## src/hdl/ppt_pkg.sv

```systemverilog
// Package for the pending probe table: command and result types, codes and defaults.
package ppt_pkg;

  localparam int unsigned PPT_MAX_PENDING = 16;
  localparam logic [15:0] PPT_PERIOD_RESET = 16'd1000;

  localparam logic [1:0] KIND_ADD    = 2'd0;
  localparam logic [1:0] KIND_SWEEP  = 2'd1;
  localparam logic [1:0] KIND_FIND   = 2'd2;
  localparam logic [1:0] KIND_REMOVE = 2'd3;

  localparam logic [2:0] STATUS_ADDED     = 3'd0;
  localparam logic [2:0] STATUS_REFRESHED = 3'd1;
  localparam logic [2:0] STATUS_FULL      = 3'd2;
  localparam logic [2:0] STATUS_REJECTED  = 3'd3;
  localparam logic [2:0] STATUS_FOUND     = 3'd4;
  localparam logic [2:0] STATUS_NOT_FOUND = 3'd5;
  localparam logic [2:0] STATUS_REMOVED   = 3'd6;
  localparam logic [2:0] STATUS_SWEPT     = 3'd7;

  typedef struct packed {
    logic [1:0]  kind;
    logic [7:0]  source_id;
    logic [7:0]  target_id;
    logic        source_named;
    logic        target_named;
    logic [31:0] now_ms;
  } cmd_t;

  typedef struct packed {
    logic [2:0] status;
    logic [4:0] entry_count;
    logic [4:0] expired_count;
  } result_t;

endpackage

```

## src/hdl/pending_probe_table.sv

```systemverilog
// Pending probe table: ordered, compacted table of (source, target, deadline) entries.
//
// Channel   Direction  Handshake                  Payload
// command   in         start & !busy              cmd    (ppt_pkg::cmd_t)
// result    out        done, one cycle, no stall  result (ppt_pkg::result_t)
// config    in         cfg_valid & cfg_ready      cfg_data (period_ms, 16 bits)
//
// From its transfer to the done strobe, a command visits S_READ and S_EVAL for each of
// the N entries held when it arrives, then S_READ and S_APPEND; the compaction pass reads
// each entry from the table memory in two steps (address, then registered read data).
// Busy falls in the cycle that done is high, so the next command can transfer then.
// Reset is synchronous and active high; it empties the table and restores the period
// to 1000 ms. The table memory itself is not cleared, since only slots below the
// entry count are ever read. The receiver cannot stall results; config is always ready.
module pending_probe_table #(
  parameter int unsigned MAX_PENDING = ppt_pkg::PPT_MAX_PENDING
) (
  input  logic             clk,
  input  logic             rst,
  input  logic             start,
  output logic             busy,
  input  ppt_pkg::cmd_t    cmd,
  output logic             done,
  output ppt_pkg::result_t result,
  input  logic             cfg_valid,
  output logic             cfg_ready,
  input  logic [15:0]      cfg_data
);
  import ppt_pkg::*;

  localparam int unsigned IDXW = (MAX_PENDING > 1) ? $clog2(MAX_PENDING) : 1;
  localparam int unsigned CNTW = $clog2(MAX_PENDING + 1);
  localparam logic [CNTW-1:0] CNT_MAX = CNTW'(MAX_PENDING);

  typedef struct packed {
    logic [7:0]  source;
    logic [7:0]  target;
    logic [31:0] deadline;
  } entry_t;

  typedef enum logic [3:0] {
    S_IDLE   = 4'b0001,
    S_READ   = 4'b0010,
    S_EVAL   = 4'b0100,
    S_APPEND = 4'b1000
  } state_t;

  state_t          state;
  cmd_t            cur;
  logic [15:0]     period;
  logic [CNTW-1:0] count;
  logic [CNTW-1:0] rd_ptr;
  logic [CNTW-1:0] wr_ptr;
  logic [CNTW-1:0] expired;
  logic            found;

  // Table memory: one write and one registered read per cycle.
  entry_t          mem [MAX_PENDING];
  entry_t          rd_data;
  logic            rd_en;
  logic [IDXW-1:0] rd_addr;
  logic            wr_en;
  logic [IDXW-1:0] wr_addr;
  entry_t          wr_data;

  // Per-entry decision during the pass: a pair match, or an expired deadline on a sweep.
  logic            pair_hit;
  logic            drop;
  logic            can_append;
  logic [32:0]     deadline_sum;
  logic [31:0]     deadline_new;
  logic [CNTW-1:0] count_next;
  logic [2:0]      status_next;

  assign busy      = (state != S_IDLE);
  assign cfg_ready = 1'b1;

  assign pair_hit = (rd_data.source == cur.source_id) && (rd_data.target == cur.target_id);
  assign drop     = (cur.kind == KIND_SWEEP) ? (rd_data.deadline < cur.now_ms) : pair_hit;

  assign deadline_sum = {1'b0, cur.now_ms} + {17'd0, period};
  assign deadline_new = deadline_sum[32] ? 32'hFFFF_FFFF : deadline_sum[31:0];

  assign can_append = (cur.kind == KIND_ADD) && cur.source_named && cur.target_named &&
                      (wr_ptr < CNT_MAX);

  assign rd_en   = (state == S_READ) && (rd_ptr != count);
  assign rd_addr = rd_ptr[IDXW-1:0];

  // Survivors and an added entry are written at wr_ptr, which never passes rd_ptr.
  always_comb begin
    wr_en   = 1'b0;
    wr_addr = wr_ptr[IDXW-1:0];
    wr_data = rd_data;
    if (state == S_EVAL) begin
      wr_en = !drop && (cur.kind != KIND_FIND);
    end else if (state == S_APPEND) begin
      wr_en   = can_append;
      wr_data = '{source: cur.source_id, target: cur.target_id, deadline: deadline_new};
    end
  end

  always_comb begin
    count_next  = wr_ptr;
    status_next = STATUS_NOT_FOUND;
    case (cur.kind)
      KIND_ADD: begin
        if (!(cur.source_named && cur.target_named)) begin
          status_next = STATUS_REJECTED;
        end else if (can_append) begin
          count_next  = wr_ptr + CNTW'(1);
          status_next = found ? STATUS_REFRESHED : STATUS_ADDED;
        end else begin
          status_next = STATUS_FULL;
        end
      end
      KIND_SWEEP: begin
        status_next = STATUS_SWEPT;
      end
      KIND_FIND: begin
        count_next  = count;
        status_next = found ? STATUS_FOUND : STATUS_NOT_FOUND;
      end
      KIND_REMOVE: begin
        status_next = found ? STATUS_REMOVED : STATUS_NOT_FOUND;
      end
      default: begin
        status_next = STATUS_NOT_FOUND;
      end
    endcase
  end

  always_ff @(posedge clk) begin
    if (rd_en) begin
      rd_data <= mem[rd_addr];
    end
    if (wr_en) begin
      mem[wr_addr] <= wr_data;
    end
  end

  always_ff @(posedge clk) begin
    if (rst) begin
      state   <= S_IDLE;
      period  <= PPT_PERIOD_RESET;
      count   <= '0;
      rd_ptr  <= '0;
      wr_ptr  <= '0;
      expired <= '0;
      found   <= 1'b0;
      done    <= 1'b0;
    end else begin
      done <= 1'b0;
      if (cfg_valid && cfg_ready) begin
        period <= cfg_data;
      end
      case (state)
        S_IDLE: begin
          if (start) begin
            cur     <= cmd;
            rd_ptr  <= '0;
            wr_ptr  <= '0;
            expired <= '0;
            found   <= 1'b0;
            state   <= S_READ;
          end
        end
        S_READ: begin
          state <= (rd_ptr == count) ? S_APPEND : S_EVAL;
        end
        S_EVAL: begin
          if (drop) begin
            if (cur.kind == KIND_SWEEP) begin
              expired <= expired + CNTW'(1);
            end else begin
              found <= 1'b1;
            end
          end else begin
            wr_ptr <= wr_ptr + CNTW'(1);
          end
          rd_ptr <= rd_ptr + CNTW'(1);
          state  <= S_READ;
        end
        S_APPEND: begin
          count                <= count_next;
          result.status        <= status_next;
          result.entry_count   <= 5'(count_next);
          result.expired_count <= 5'(expired);
          done                 <= 1'b1;
          state                <= S_IDLE;
        end
        default: begin
          state <= S_IDLE;
        end
      endcase
    end
  end

`ifndef SYNTHESIS
  a_accept_busy: assert property (@(posedge clk) disable iff (rst)
    (start && !busy) |=> busy)
    else $error("busy did not rise after a command transfer");

  a_done_idle: assert property (@(posedge clk) disable iff (rst)
    done |-> !busy)
    else $error("done strobe while still busy");

  a_count_bound: assert property (@(posedge clk) disable iff (rst)
    count <= CNT_MAX)
    else $error("entry count above table depth");

  a_wr_behind_rd: assert property (@(posedge clk) disable iff (rst)
    (state == S_EVAL) |-> (wr_ptr <= rd_ptr) && (rd_ptr < count))
    else $error("compaction pointers out of order");

  a_expired_sweep_only: assert property (@(posedge clk) disable iff (rst)
    (done && (result.status != STATUS_SWEPT)) |-> (result.expired_count == 5'd0))
    else $error("expired count nonzero outside a sweep");
`endif

endmodule
```

## config.mk

```make
export PLATFORM = sky130hd
export DESIGN_NAME = pending_probe_table
export DESIGN_NICKNAME = d
export VERILOG_FILES = /design/src/hdl/ppt_pkg.sv /design/src/hdl/pending_probe_table.sv
export SDC_FILE = /design/constraint.sdc
export NUM_CORES = 1
export LEC_CHECK = 0
export BUFFER_PORTS_ARGS = -buffer_cell sky130_fd_sc_hd__buf_2
export CAP_MARGIN = 10
export CORE_MARGIN = 8
export CORE_UTILIZATION = 40
export DETAILED_ROUTE_END_ITERATION = 7
export GPL_TIMING_DRIVEN = 0
export PLACE_DENSITY = 0.57
export SLEW_MARGIN = 10
export SYNTH_ARGS = -nofsm -noshare
export SYNTH_HDL_FRONTEND = slang
export SYNTH_SLANG_ARGS = --single-unit
```

## constraint.sdc

```tcl
create_clock -name clk -period 10.39 [get_ports clk]
set_input_delay 1.039 -clock clk [delete_from_list [all_inputs] [get_ports clk]]
set_output_delay 1.039 -clock clk [all_outputs]
set_load 0.03 [all_outputs]
```

Word-level counts from Yosys, hierarchy flattened. Memory sizes are Yosys's and may differ from the RTL's. A register that Yosys moved wholly into a read port is not among the register bits. Index checks and enable logic that the tools add are counted.

Flip-flop bits (word level): 107. Bits in latches: 0. Bits in writable memories: 768. Memory bits (read-only): 0. Input bits: 72. Output and inout bits: 16. Word-level logic and storage cells: 91. Memories: 1.

Add/subtract/negate cells: 4. Multipliers: 0. Div/mod/pow operators: 0. Order comparisons: 2. Equal/unequal tests: 18. Shifts and indexed selects: 0. Muxes and demuxes: 32. Bitwise gates (word level): 1. Reductions and logical operators: 16.

Memories: mem (words 16, width 48, rd ports 1, clocked after Yosys merged registers in 1, write ports 1, RTL line pending_probe_table.sv:58) `entry_t mem [MAX_PENDING];`.

Operators by type and width (number): $mux 48 (2); $pmux 5 s2 (4); $add 32x16->33 (1); $lt 32x32->1 (1); $mux 32 (1); $mux 5 (6); $eq 8x8->1 (2); $add 5x1->5 const B (3); $ne 2x2->1 const B (6); $pmux 3 s4 (1); $pmux 4 s3 (1); $mux 1 (11); $mux 4 (2); $reduce_and 4->1 (2); $logic_and 1x1->1 (7); $mux 2 (3); $reduce_and 3->1 (2); $eq 5x5->1 (1); $lt 5x5->1 const B (1); $ne 5x5->1 (1); $eq 2x2->1 const B (2); $eq 4x1->1 const B (1); $eq 4x2->1 const B (1); $eq 4x3->1 const B (1); 9 further kinds (10).

Depth between registers and ports, before layout. Gate-level depths: netlist of run 1.

Depth in word-level cells: 8. Mapped depth: 10. Gate-level depth less buffers: 9.

Worst setup path before layout of run 1. Ideal clock, no wire load.

Path kind: register -> register. From: reg cur[29] (netlist name). To: mem mem[0][0] (netlist name) (enable). Library setup time: 590 ps. Data arrival time: 6887 ps. Setup slack: 2913 ps. Cell stages (with the launch flop): 9. Buffers on the path: 0. Period minus slack after synthesis: 7477 ps. Path through: edfxtp_1 > inv_1 > ha_1 > nand4_1 > a2111oi_0 > or4_4 > a21o_1 > a32oi_4 > nor4b_1.

Longest elaborated chain between the ends: 7.

Ends and longest elaborated chain: start, declared (RTL line pending_probe_table.sv:49) `cmd_t cur;`; start signal, assigned (RTL line pending_probe_table.sv:160) `cur <= cmd;`; $lt 32x32->1 (RTL line pending_probe_table.sv:79) `assign drop = (cur.kind == KIND_SWEEP) ? (rd_data.deadline < cur.now_ms) : pair_hit;`; $mux 1 (RTL line pending_probe_table.sv:79); $logic_not 1->1 (RTL line pending_probe_table.sv:96) `wr_en = !drop && (cur.kind != KIND_FIND);`; $logic_and 1x1->1 (RTL line pending_probe_table.sv:96); $mux 1 (RTL line pending_probe_table.sv:95) `if (state == S_EVAL) begin`; $mux 1 (RTL line pending_probe_table.sv:137) `if (wr_en) begin`; $mux 1 (implied by the code) (RTL line pending_probe_table.sv:138) `mem[wr_addr] <= wr_data;`; end, declared (RTL line pending_probe_table.sv:58).

Every way passes these cells.

Final worst setup path of run 1.
From: reg cur[29] (netlist name). To: mem mem[5][41] (netlist name) (enable).

The elaborated chain is that of the path after synthesis.

==> results.md, run 1 <==
* Slew Limit Fails at 0
* Total grt overflow at 0
* Pwr Total at 0.00766 W
* Post-synth EDFFs at 881
* # rows at 111
* # setup viols final at 0
* Library cells used by synthesis at 70
* Cells after synthesis at 1838
* Post-Syn Area at 36900 um^2
* Worst hold path class: flop to flop
* Hold endpoint: result[4]
* Inserted Clock Buffers at 97
* FF-to-FF path depth at 12
* P_leak at 14.1 nW
* DRC Markers at 0
* Critical Path Start Type: flop
* RSZ-0062 raised after global routing: no
* Placed cell area at 40300 um^2
* Post-synth ARST share at 0%
* Share of cells above drive strength 1 at 30.7%
* Starting density of the core at 40.4%
* Final worst-path cycle share at 47.2%
* Hold Buf Count CTS at 0
* Overall routed net length at 95.3 mm
* Vias in the first global route at 20.1k
* Worst slew margin at 11.2%
* 1st-iter DRT viols at 1900
* CTS tree: done
* DP Worst Slack at 5450 ps
* Kind of critical path: flop to flop
* Minimum clock period at 4900 ps
* Max-cap viol count at 0
* Cell Count, Final, Fillers Out at 3445
* Post-Synthesis Net Count at 1964
* GPL Wtd Cong at 0.836
* Fin. Hold Viols at 0
* IO Port Bufs at 85
* Multiplexer area fraction after synthesis at 14.9%
* Root buf cell: clkbuf_16
* Final antenna-violating net count at 0
* Req. time, crit path at 10750 ps
* Largest net degree at the start of global routing at 19
* Reg area at 27300 um^2
* Register area share after synthesis at 73.9%
* Ant. Diodes at 0
* Fmax at 204 MHz
* Final Worst Setup Slack at 5490 ps
* GRT Total Usage at 18.4%
* Nets at 2301
* Die Wd at 320 um
* RR Endpoint: mem[5][41]
* Adder-Cell Fraction of Synth Area at 1.85%
* Yosys warns at 0
* Number of fill cells at 7538
* Setup crit end kind: flop
* Clock latency on the worst-skew pair at 660 ps
* CTS H-Tree Depth at 3
* Peak fanout along the critical path at 10
* Worst VDD drop at 0.121 mV
* Design area at 43600 um^2
* CTS Buffer Depth at 3
* Clk sink count at 923
* Pwr Density at 176 nW/um^2
* Post-CTS Resized at 0
* Hold Path Cell Cnt at 0
* Synthesized area per cell at 20.1 um^2
* Postcts setup bufs at 0
* R2r startpoint: cur[29]
* Die Area at 102000 um^2
* Routed via count at 19.4k
* Run status: finished, final reports clean
* Initial antenna violation count at 1
* # IOs at 88
* Synthesized flop and latch total at 923
* Routed WL per cell at 27.7 um
* Synth Area in Compound Gates at 3.31%
* Data arrival, critical path at 5260 ps
* Post-Synth XOR/XNOR Area at 1.04%
* R2R setup slack at 5490 ps
* Synthesis-to-finish area growth at 18.0%
* Vias per inst at 5.63
* Die H at 320 um
* Dpl cells at 3259
* Multi-input logic area at 9270 um^2
* Drt pass-1 iters at 6
* Clk_skew at 21.2 ps
* Worst-margin pin slew at 1320 ps
* Largest family of logic cells by synthesized area: multiplexers
* Min-Delay Startpoint: expired[4]
* Synth Area in Simple Gates at 3.60%
* CTS clk-pin slew, worst paths at 60 ps
* First-pass GRT wire length at 138 mm
* Post-DP HPWL at 66.7 mm
* Post-synth top flop: edfxtp_1
* Core area at 91500 um^2
state kept, by name, indices dropped and copies added, names as in the netlist, 5 cells and up:
name	cells
mem	768
cur	52
result	13
count	5
rd_ptr	5
rd_data	48
period	16
wr_ptr	5
expired	5
report_power, final:
group          internal, W  switching (W)
Sequential         0.00403      0.0000126
Clock              0.00202        0.00145
Combinational    0.0000536      0.0000835
Total              0.00611        0.00155
cell usage after synthesis, types with 13 or more instances:
master / n / area, um^2
edfxtp_1: 881 / 26500
ha_1: 53 / 663
dfxtp_1: 42 / 841
xnor2_1: 33 / 289
buf_1: 13 / 48.8
o21ai_0: 22 / 110
nand3_1: 18 / 90.1
a21oi_1: 69 / 345
inv_1: 42 / 158
buf_2: 19 / 95.1
nor2_1: 66 / 248
nand2_1: 82 / 308
mux4_2: 240 / 5410
clkbuf_1: 50 / 188
logic make-up (layout without fill, tap and decap cells):
group           after synthesis  count (layout)
compound gates              180             180
xor+xnor                     44              44
fa+ha+maj                    54              54
buf+inv                     126             547
flops                       923             923
mux                         250             250
other cells                   1               1
simple gates                260             260
per-stage QoR:
step	util, %	hold WS (ps)	setup TNS, ps
after floorplan	-	423	0
after global placement	42.4	441	-2162940
after detailed placement	44.1	468	0
after CTS	47.6	482	0
after global routing	47.6	502	0
final	47.6	481	0
how the worst max path moves through the flow:
stage	to	slack, ps	depth (start not counted)	startpoint
after floorplan	mem[0][0]	2910	8	cur[29]
after CTS	mem[5][41]	5440	12	cur[29]
after detailed placement	mem[5][41]	5450	12	cur[29]
after global routing	mem[5][41]	5370	12	cur[29]
after global placement	mem[0][44]	-5540	7	cur[29]
final	mem[5][41]	5490	12	cur[29]
routing by layer:
layer | GRT usage [%] | share of wire [%] | vias to the layer above
li1 | - | - | 8268
met1 | 24.7 | 41 | 10280
met2 | 31.1 | 50 | 719
met3 | 3.08 | 6.5 | 132
met4 | 4.77 | 2.1 | 0
met5 | 0 | 0 | -
final cells by class:
| cell class | instances | area share, % |
|---|---|---|
| clock buffers | 120 | 6.00 |
| clock inverters | 63 | 1.33 |
| repair buffers | 238 | 4.19 |
| multi-input cells | 789 | 21.3 |
| flip-flops and latches | 923 | 62.6 |
| inverters | 42 | 0.362 |
| well taps | 1186 | 3.41 |
| plain buffers | 84 | 0.801 |
worst max-delay path, stage by stage (launching register included):
cell,delay [ps]
edfxtp_1,430
inv_1,150
ha_1,320
nand4_1,260
nor4_2,770
a21o_1,410
a32oi_4,260
buf_4,290
nor3b_2,710
buf_4,350
buf_6,190
buf_4,220
buf_4,230
cells in the final DEF, fill, tap and decap left out, types with 5 or more instances in the layout:
cell type  count
edfxtp_1     881
mux4_2       240
buf_4        109
buf_2        107
clkbuf_16     99
nand2_1       82
clkbuf_1      65
a21oi_1       65
nor2_1        64
ha_1          53
inv_1         42
dfxtp_1       42
buf_6         38
xnor2_1       33
clkinv_2      23
clkinv_1      19
nand3_1       18
o21ai_0       18
nor2b_1       12
a211oi_1      12
nand4_1       12
xor2_1        11
buf_1         11
nor3b_2       11
nand2b_1      10
mux2i_1       10
o22a_1         9
a21o_1         9
bufinv_16      9
nor3_1         8
o21ai_1        7
a211o_1        7
clkbuf_8       6
or4_1          5
inv_6          5
buf_16         5
No activity file was read; power rests on OpenSTA's default activity.
==> run 2: changes to the inputs <==
ABC_AREA = 1   (was unset)
PLACE_DENSITY = 0.59   (was 0.57)
clock period = 4.43 ns   (was 10.39 ns; I/O delays follow)
==> run 2 against run 1 <==
  * Clock skew rose by 16 ps
  * Sequential share of layout area fell by 1.9 points
  * Combinational power rose to 3.0 times the previous value
  * Synthesized cell count up 62%
  * Sequential power rose by 130%
  * Register-to-register slack worse by 5000 ps
  * Global-route usage increased by 3.9 points
  * Fmax rose by 23%
  * Core utilization is 0.15 points lower
  * Critical path depth fell by 2
  * First-iteration DRC count increased by 79%
  * Total power is 140% higher
  * Highest routed layer unchanged
==> results.md, run 2 <==
* Run status: finished, final reports clean
* Synthesized flop and latch total at 923 (unchanged)
* Inserted Clock Buffers at 95 (-2.1%)
* Total grt overflow at 0 (unchanged)
* Fin. Hold Viols at 0 (unchanged)
* R2R setup slack at 450 ps (-5040 ps)
* # setup viols final at 0 (unchanged)
* # IOs at 88 (unchanged)
* Critical Path Start Type: flop
* Req. time, crit path at 4770 ps (-5980 ps)
* Largest register FFs at 768 (unchanged)
* Clk_skew at 37.3 ps (+16.2 ps)
* Post-DP HPWL at 83.3 mm (+25%)
* CTS Buffer Depth at 3 (unchanged)
* Post-synth EDFFs at 881 (unchanged)
* Nets at 3398 (+48%)
* Most common cell in the netlist: edfxtp_1
* Drt pass-1 iters at 5 (-1)
* CP cell instances: or2_2, o2111ai_1, nor3_1, nand3_1, nand4_1, nand2_1, nand2_1, nor2_4, buf_12, buf_16
* Die H at 324 um (+1.4%)
* Starting density of the core at 40.2% (-0.17 points)
* Slew Limit Fails at 0 (unchanged)
* Final antenna-violating net count at 0 (unchanged)
* Routed via count at 26.3k (+36%)
* GRT Total Usage at 22.3% (+3.9 points)
* M3 GR Usage at 4.79% (+1.7 points)
* Register area share after synthesis at 71.7% (-2.2 points)
* Worst VDD drop at 0.311 mV (+160%)
* Worst-margin pin slew at 1340 ps (+21.5 ps)
* Most instantiated cells after synthesis: edfxtp_1, nor2_1, o21ai_0
* Placed cell area at 41200 um^2 (+2.1%)
* Clk sink count at 923 (unchanged)
* Overall routed net length at 122 mm (+28%)
* 1st-iter DRT viols at 3397 (+79%)
* FF-to-FF path depth at 10 (-2)
* Dpl cells at 4385 (+35%)
* Largest net degree at the start of global routing at 33 (+14)
* Minimum clock period at 3980 ps (-920 ps)
* Synth top area cells: edfxtp_1, o21ai_0, nor2_1, o221ai_1, dfxtp_1
* Cells after synthesis at 2984 (+62%)
* Hold Path Cell Cnt at 3 (+3)
* CTS tree: done
* GPL Wtd Cong at 0.854 (+2.1%)
* Final worst-path cycle share at 89.9% (+43 points)
* CTS H-Tree Depth at 3 (unchanged)
* Fmax at 251 MHz (+23%)
* RSZ-0062 raised after global routing: no
* Vias per inst at 5.70 (+1.2%)
* Hold WS at 31.7 ps (-450 ps)
* Kind of critical path: flop to flop
* Top cell type's share of synthesized area at 69.5% (-2.1 points)
* Grt met2 use at 34.9% (+3.8 points)
* # rows at 113 (+1.8%)
* Initial antenna violation count at 4 (+3)
* Most frequent CP cell: nand2_1
* Clock latency on the worst-skew pair at 670 ps (about the same)
* Design area at 45000 um^2 (+3.2%)
* GRT busiest layer: met2
* Slowest stage delay, CP at 750 ps (-20 ps)
* Setup crit end kind: flop
* Share of cells above drive strength 1 at 11.5% (-19 points)
* Synthesized area per cell at 12.8 um^2 (-37%)
* Pwr Density at 402 nW/um^2 (+130%)
* Max-cap viol count at 0 (unchanged)
* Worst path slowest cell: nor2_4
* DRC Markers at 0 (unchanged)
* Post-Syn Area at 38100 um^2 (+3.1%)
* Worst slew margin at 10.4% (-0.75 points)
* Cell Count, Final, Fillers Out at 4619 (+34%)
* P_leak at 15.2 nW (+7.8%)
* Post-synth ARST share at 0% (unchanged)
* Post-Synthesis Net Count at 3110 (+58%)
* DP Worst Slack at 604 ps (-4840 ps)
* Post-synth top flop: edfxtp_1
* IO Port Bufs at 86 (+1.2%)
* Most frequent cells in the layout: edfxtp_1, nor2_1, o21ai_0
* Worst hold path class: input port to flop
* Routed WL per cell at 26.3 um (-4.8%)
* Area leader, netlist: edfxtp_1
* Commonest non-fill, non-tap cell in the layout: edfxtp_1
* Yosys warns at 0 (unchanged)
* Top reg by flops: mem
* First-pass GRT wire length at 175 mm (+27%)
* Library cells used by synthesis at 55 (-21%)
* CTS clk-pin slew, worst paths at 60 ps (about the same)
* Root buf cell: clkbuf_16
* Met1 Use GR at 30.9% (+6.1 points)
* Peak fanout along the critical path at 19 (+9)
* Regs by FF count: mem (768), cur (52), rd_data (48)
* Synthesis-to-finish area growth at 18.1%
* Post-CTS Resized at 0 (unchanged)
* Vias in the first global route at 25.4k (+27%)
* Data arrival, critical path at 4320 ps (-940 ps)
* Final Worst Setup Slack at 449 ps (-5040 ps)
* Core area at 94700 um^2 (+3.5%)
* Die Wd at 324 um (+1.4%)
* Die Area at 105000 um^2 (+2.9%)
run 2: worst max-delay path, delay by kind of cell (launching register included):
kind | cells | cell delay [ps]
DFF | 1 | 470
and+or+nand+nor | 7 | 2540
AOI/OAI and AO/OA | 1 | 150
buffers and inverters | 2 | 480
run 2: report_power, final:
part           internal, W  switching (W)
Combinational     0.000157       0.000254
Clock              0.00474        0.00342
Sequential         0.00947      0.0000340
Total               0.0144        0.00371
run 2: through the flow:
stage | util [%] | power, W | TNS (ps)
after CTS | 47.4 | 0.0182 | 0
after global routing | 47.5 | 0.0185 | 0
final | 47.5 | 0.0181 | 0
after floorplan | - | 0.00992 | 0
after global placement | 42.3 | 0.0100 | -2082980
after detailed placement | 43.5 | 0.0101 | 0
run 2: final cells by class:
type / count / area (um^2)
multi-input cells: 1760 / 9760
plain buffers: 181 / 749
flip-flops and latches: 923 / 27300
clock buffers: 113 / 2530
fillers: 8451 / 49800
well taps: 1265 / 1580
repair buffers: 191 / 1920
clock inverters: 65 / 668
inverters: 120 / 455
diodes: 1 / 2.50
run 2: logic make-up (layout without fill, tap and decap cells):
kind of cell,after synthesis,after routing,share of synthesized area (%)
adder cells (fa/ha/maj),54,54,1.79
XOR/XNOR,33,33,0.759
buffers and inverters,301,670,3.16
AO/OA/AOI/OAI,769,769,12.8
other,1,2,0.00985
flip-flops,923,923,71.7
AND/OR/NAND/NOR,903,903,9.75
run 2: routing by layer:
metal | part of all wire, % | vias to the layer above
met5 | 0 | -
met1 | 41 | 12933
li1 | - | 11684
met3 | 10 | 232
met2 | 45 | 1481
met4 | 3.3 | 0
run 2: timing repair:
item / CTS / global route
buffers inserted: 0 / 0
hold endpoints to repair: 55 / 0
hold buffers: 55 / 0
run 2: final timing paths:
kind | to | from
min | period[4] | cfg_data[4]
max | mem[5][1] | rd_data[47]
max reg2reg | mem[5][1] | rd_data[47]
min reg2reg | period[3] | period[3]
==> run 3: changes to the inputs <==
CTS_BUF_LIST = sky130_fd_sc_hd__clkbuf_8   (was unset)
clock period = 3.4 ns   (was 4.43 ns; I/O delays follow)
==> run 3 against run 2 <==
  * The run now ends with negative setup slack left
  * Cell count grew 3.3%
  * Routed wire length increased by 0.37%
  * Clock power grew 6.7%
  * Register-to-register slack worse by 470 ps
  * Core utilization grew 0.23 points
  * Largest cell class unchanged
  * Largest power group unchanged
==> results.md, run 3 (synthesis gave the netlist of run 2 again) <==
* Vias in the first global route at 26.2k (+3.2%)
* Internal Power at 0.0168 W (+17%)
* Routed via count at 26.9k (+2.1%)
* Setup_tns at -17.8 ps (-17.8 ps)
* Pwr Density at 479 nW/um^2 (+19%)
* GRT Total Usage at 22.4% (+0.13 points)
* IO Port Bufs at 86 (unchanged)
* Largest net degree at the start of global routing at 32 (-3.0%)
* Switching Fraction at 22.4% (+1.8 points)
* Req. time, crit path at 3920 ps (-850 ps)
* Inserted Clock Buffers at 148 (+56%)
* Violated checks: negative setup slack
* Initial antenna violation count at 4 (unchanged)
* Clock power frac at 40.2% (-5.0 points)
* Worst slew margin at 17.4% (+7.0 points)
* Hold endpoint: period[5]
* Nets at 3525 (+3.7%)
* GPL Wtd Cong at 0.853 (-0.19%)
* Fmax at 293 MHz (+16%)
* Final worst-path cycle share at 101% (+11 points)
* P_sw at 0.00484 W (+31%)
* Root buf cell: clkbuf_8
* DP Worst Slack at -392 ps (-996 ps)
* Total grt overflow at 0 (unchanged)
* Starting density of the core at 40.2% (unchanged)
* Die H at 324 um (unchanged)
* Final Worst Setup Slack at -17.8 ps (-467 ps)
* Min-Delay Startpoint: cfg_valid
* # IOs at 88 (unchanged)
* Clk_skew at 46.0 ps (+8.69 ps)
* CTS H-Tree Depth at 4 (+1)
* # rows at 113 (unchanged)
* Setup crit end kind: flop
* Pwr Total at 0.0217 W (+20%)
* Gate power share at 2.6% (+0.3 points)
* Kind of critical path: flop to flop
* Vias per inst at 5.63 (-1.2%)
* Critical Path Start Type: flop
* Core area at 94700 um^2 (unchanged)
* 1st-iter DRT viols at 3206 (-5.6%)
* Largest register FFs at 768 (unchanged)
* R2R setup slack at -20 ps (-470 ps)
* Commonest non-fill, non-tap cell in the layout: edfxtp_1
* Die Area at 105000 um^2 (unchanged)
* Die Wd at 324 um (unchanged)
* Slew Limit Fails at 0 (unchanged)
* DRC Markers at 0 (unchanged)
* CTS tree: done
* Regs by FF count: mem (768), cur (52), rd_data (48)
* Synthesis-to-finish area growth at 18.7%
* Clk sink count at 923 (unchanged)
* CTS clk-pin slew, worst paths at 60 ps (about the same)
* Overall routed net length at 122 mm (+0.37%)
* Data arrival, critical path at 3940 ps (-380 ps)
* Share of cells above drive strength 1 at 13.4% (+1.9 points)
* Post-DP HPWL at 82.8 mm (-0.60%)
* Worst VDD drop at 0.316 mV (+1.7%)
* Final antenna-violating net count at 0 (unchanged)
* Routed WL per cell at 25.6 um (-2.9%)
* RR Endpoint: rd_data[2]
* Minimum clock period at 3420 ps (-563 ps)
* Worst hold path class: input port to flop
* Max-cap viol count at 0 (unchanged)
* Worst-margin pin slew at 1240 ps (-104 ps)
* Clock latency on the worst-skew pair at 820 ps (+150 ps)
* Run status: finished, violations left
* # setup viols final at 1 (+1)
* Peak fanout along the critical path at 10 (-9)
* P_leak at 15.6 nW (+2.9%)
* First-pass GRT wire length at 175 mm (+0.15%)
* Flop pwr share at 57.2% (+4.6 points)
* R2r startpoint: rd_ptr[2]
* Hold Path Cell Cnt at 4 (+1)
* Fin. Hold Viols at 0 (unchanged)
* CTS Buffer Depth at 3 (unchanged)
* Most frequent cells in the layout: edfxtp_1, nor2_1, o21ai_0
* Drt pass-1 iters at 5 (unchanged)
* FF-to-FF path depth at 7 (-3)
* Top reg by flops: mem
run 3: worst max-delay path: stages (launching register included):
cell and delay, ps:
dfxtp_1 290, clkbuf_1 240, inv_1 200, clkbuf_1 690, clkdlybuf4s15_1 970, o221ai_1 330, nand3_1 250, nand2_1 180
run 3: layer usage:
metal	share of wire, %	GRT usage (%)	wire length (um)
met5	0	0	0
met4	3.0	7.83	3620
met3	11	5.24	13200
met2	45	35.2	55500
met1	41	30.6	49800
run 3: layout make-up:
type                       count  area [um^2]
clock buffer                 152         2090
multi-input combinational   1761         9790
buffer                       181          756
tap                         1265         1580
sequential                   923        27300
clock inverter               106          528
timing repair buffer         264         2680
fill                        8491        49500
antenna                        1         2.50
inverter                     120          455
run 3: power groups by stage:
stage / Sequential (W) / Clock (W) / Combinational, W
finish: 0.0124 / 0.00871 / 0.000564
global route: 0.0124 / 0.00930 / 0.000626
CTS: 0.0124 / 0.00885 / 0.000565
detailed placement: 0.0126 / 0 / 0.000486
global placement: 0.0126 / 0 / 0.000463
floorplan: 0.0126 / 0 / 0.000318
run 3: through the flow:
| stage | utilization, % | hold slack, ps | instances | area, um^2 |
|---|---|---|---|---|
| after floorplan | - | 423 | 2984 | 38100 |
| after global placement | 42.3 | 452 | 4335 | 40100 |
| after detailed placement | 43.5 | 460 | 4386 | 41200 |
| after CTS | 47.6 | 67.7 | 4761 | 45000 |
| after global routing | 47.7 | 148 | 4773 | 45200 |
| final | 47.7 | 139 | 4773 | 45200 |
run 3: what timing repair did:
item	in CTS	in global routing
hold buffers	81	0
gates cloned	1	0
endpoints found under the setup margin	403	249
buffers inserted	35	8
pin swaps	11	1
hold endpoints to repair	72	0
gates resized for setup	6	10
run 3: worst max-delay path by stage:
stage | from | end | slack [ps] | cells past startpoint
global route | cur[1] | mem[14][1] | -7 | 19
global placement | cur[15] | mem[4][1] | -3770 | 14
detailed placement | rd_data[47] | mem[13][2] | -390 | 10
floorplan | cur[30] | mem[0][0] | -680 | 12
finish | rd_ptr[2] | rd_data[2] | -20 | 7
CTS | cur[15] | mem[9][2] | 20 | 15
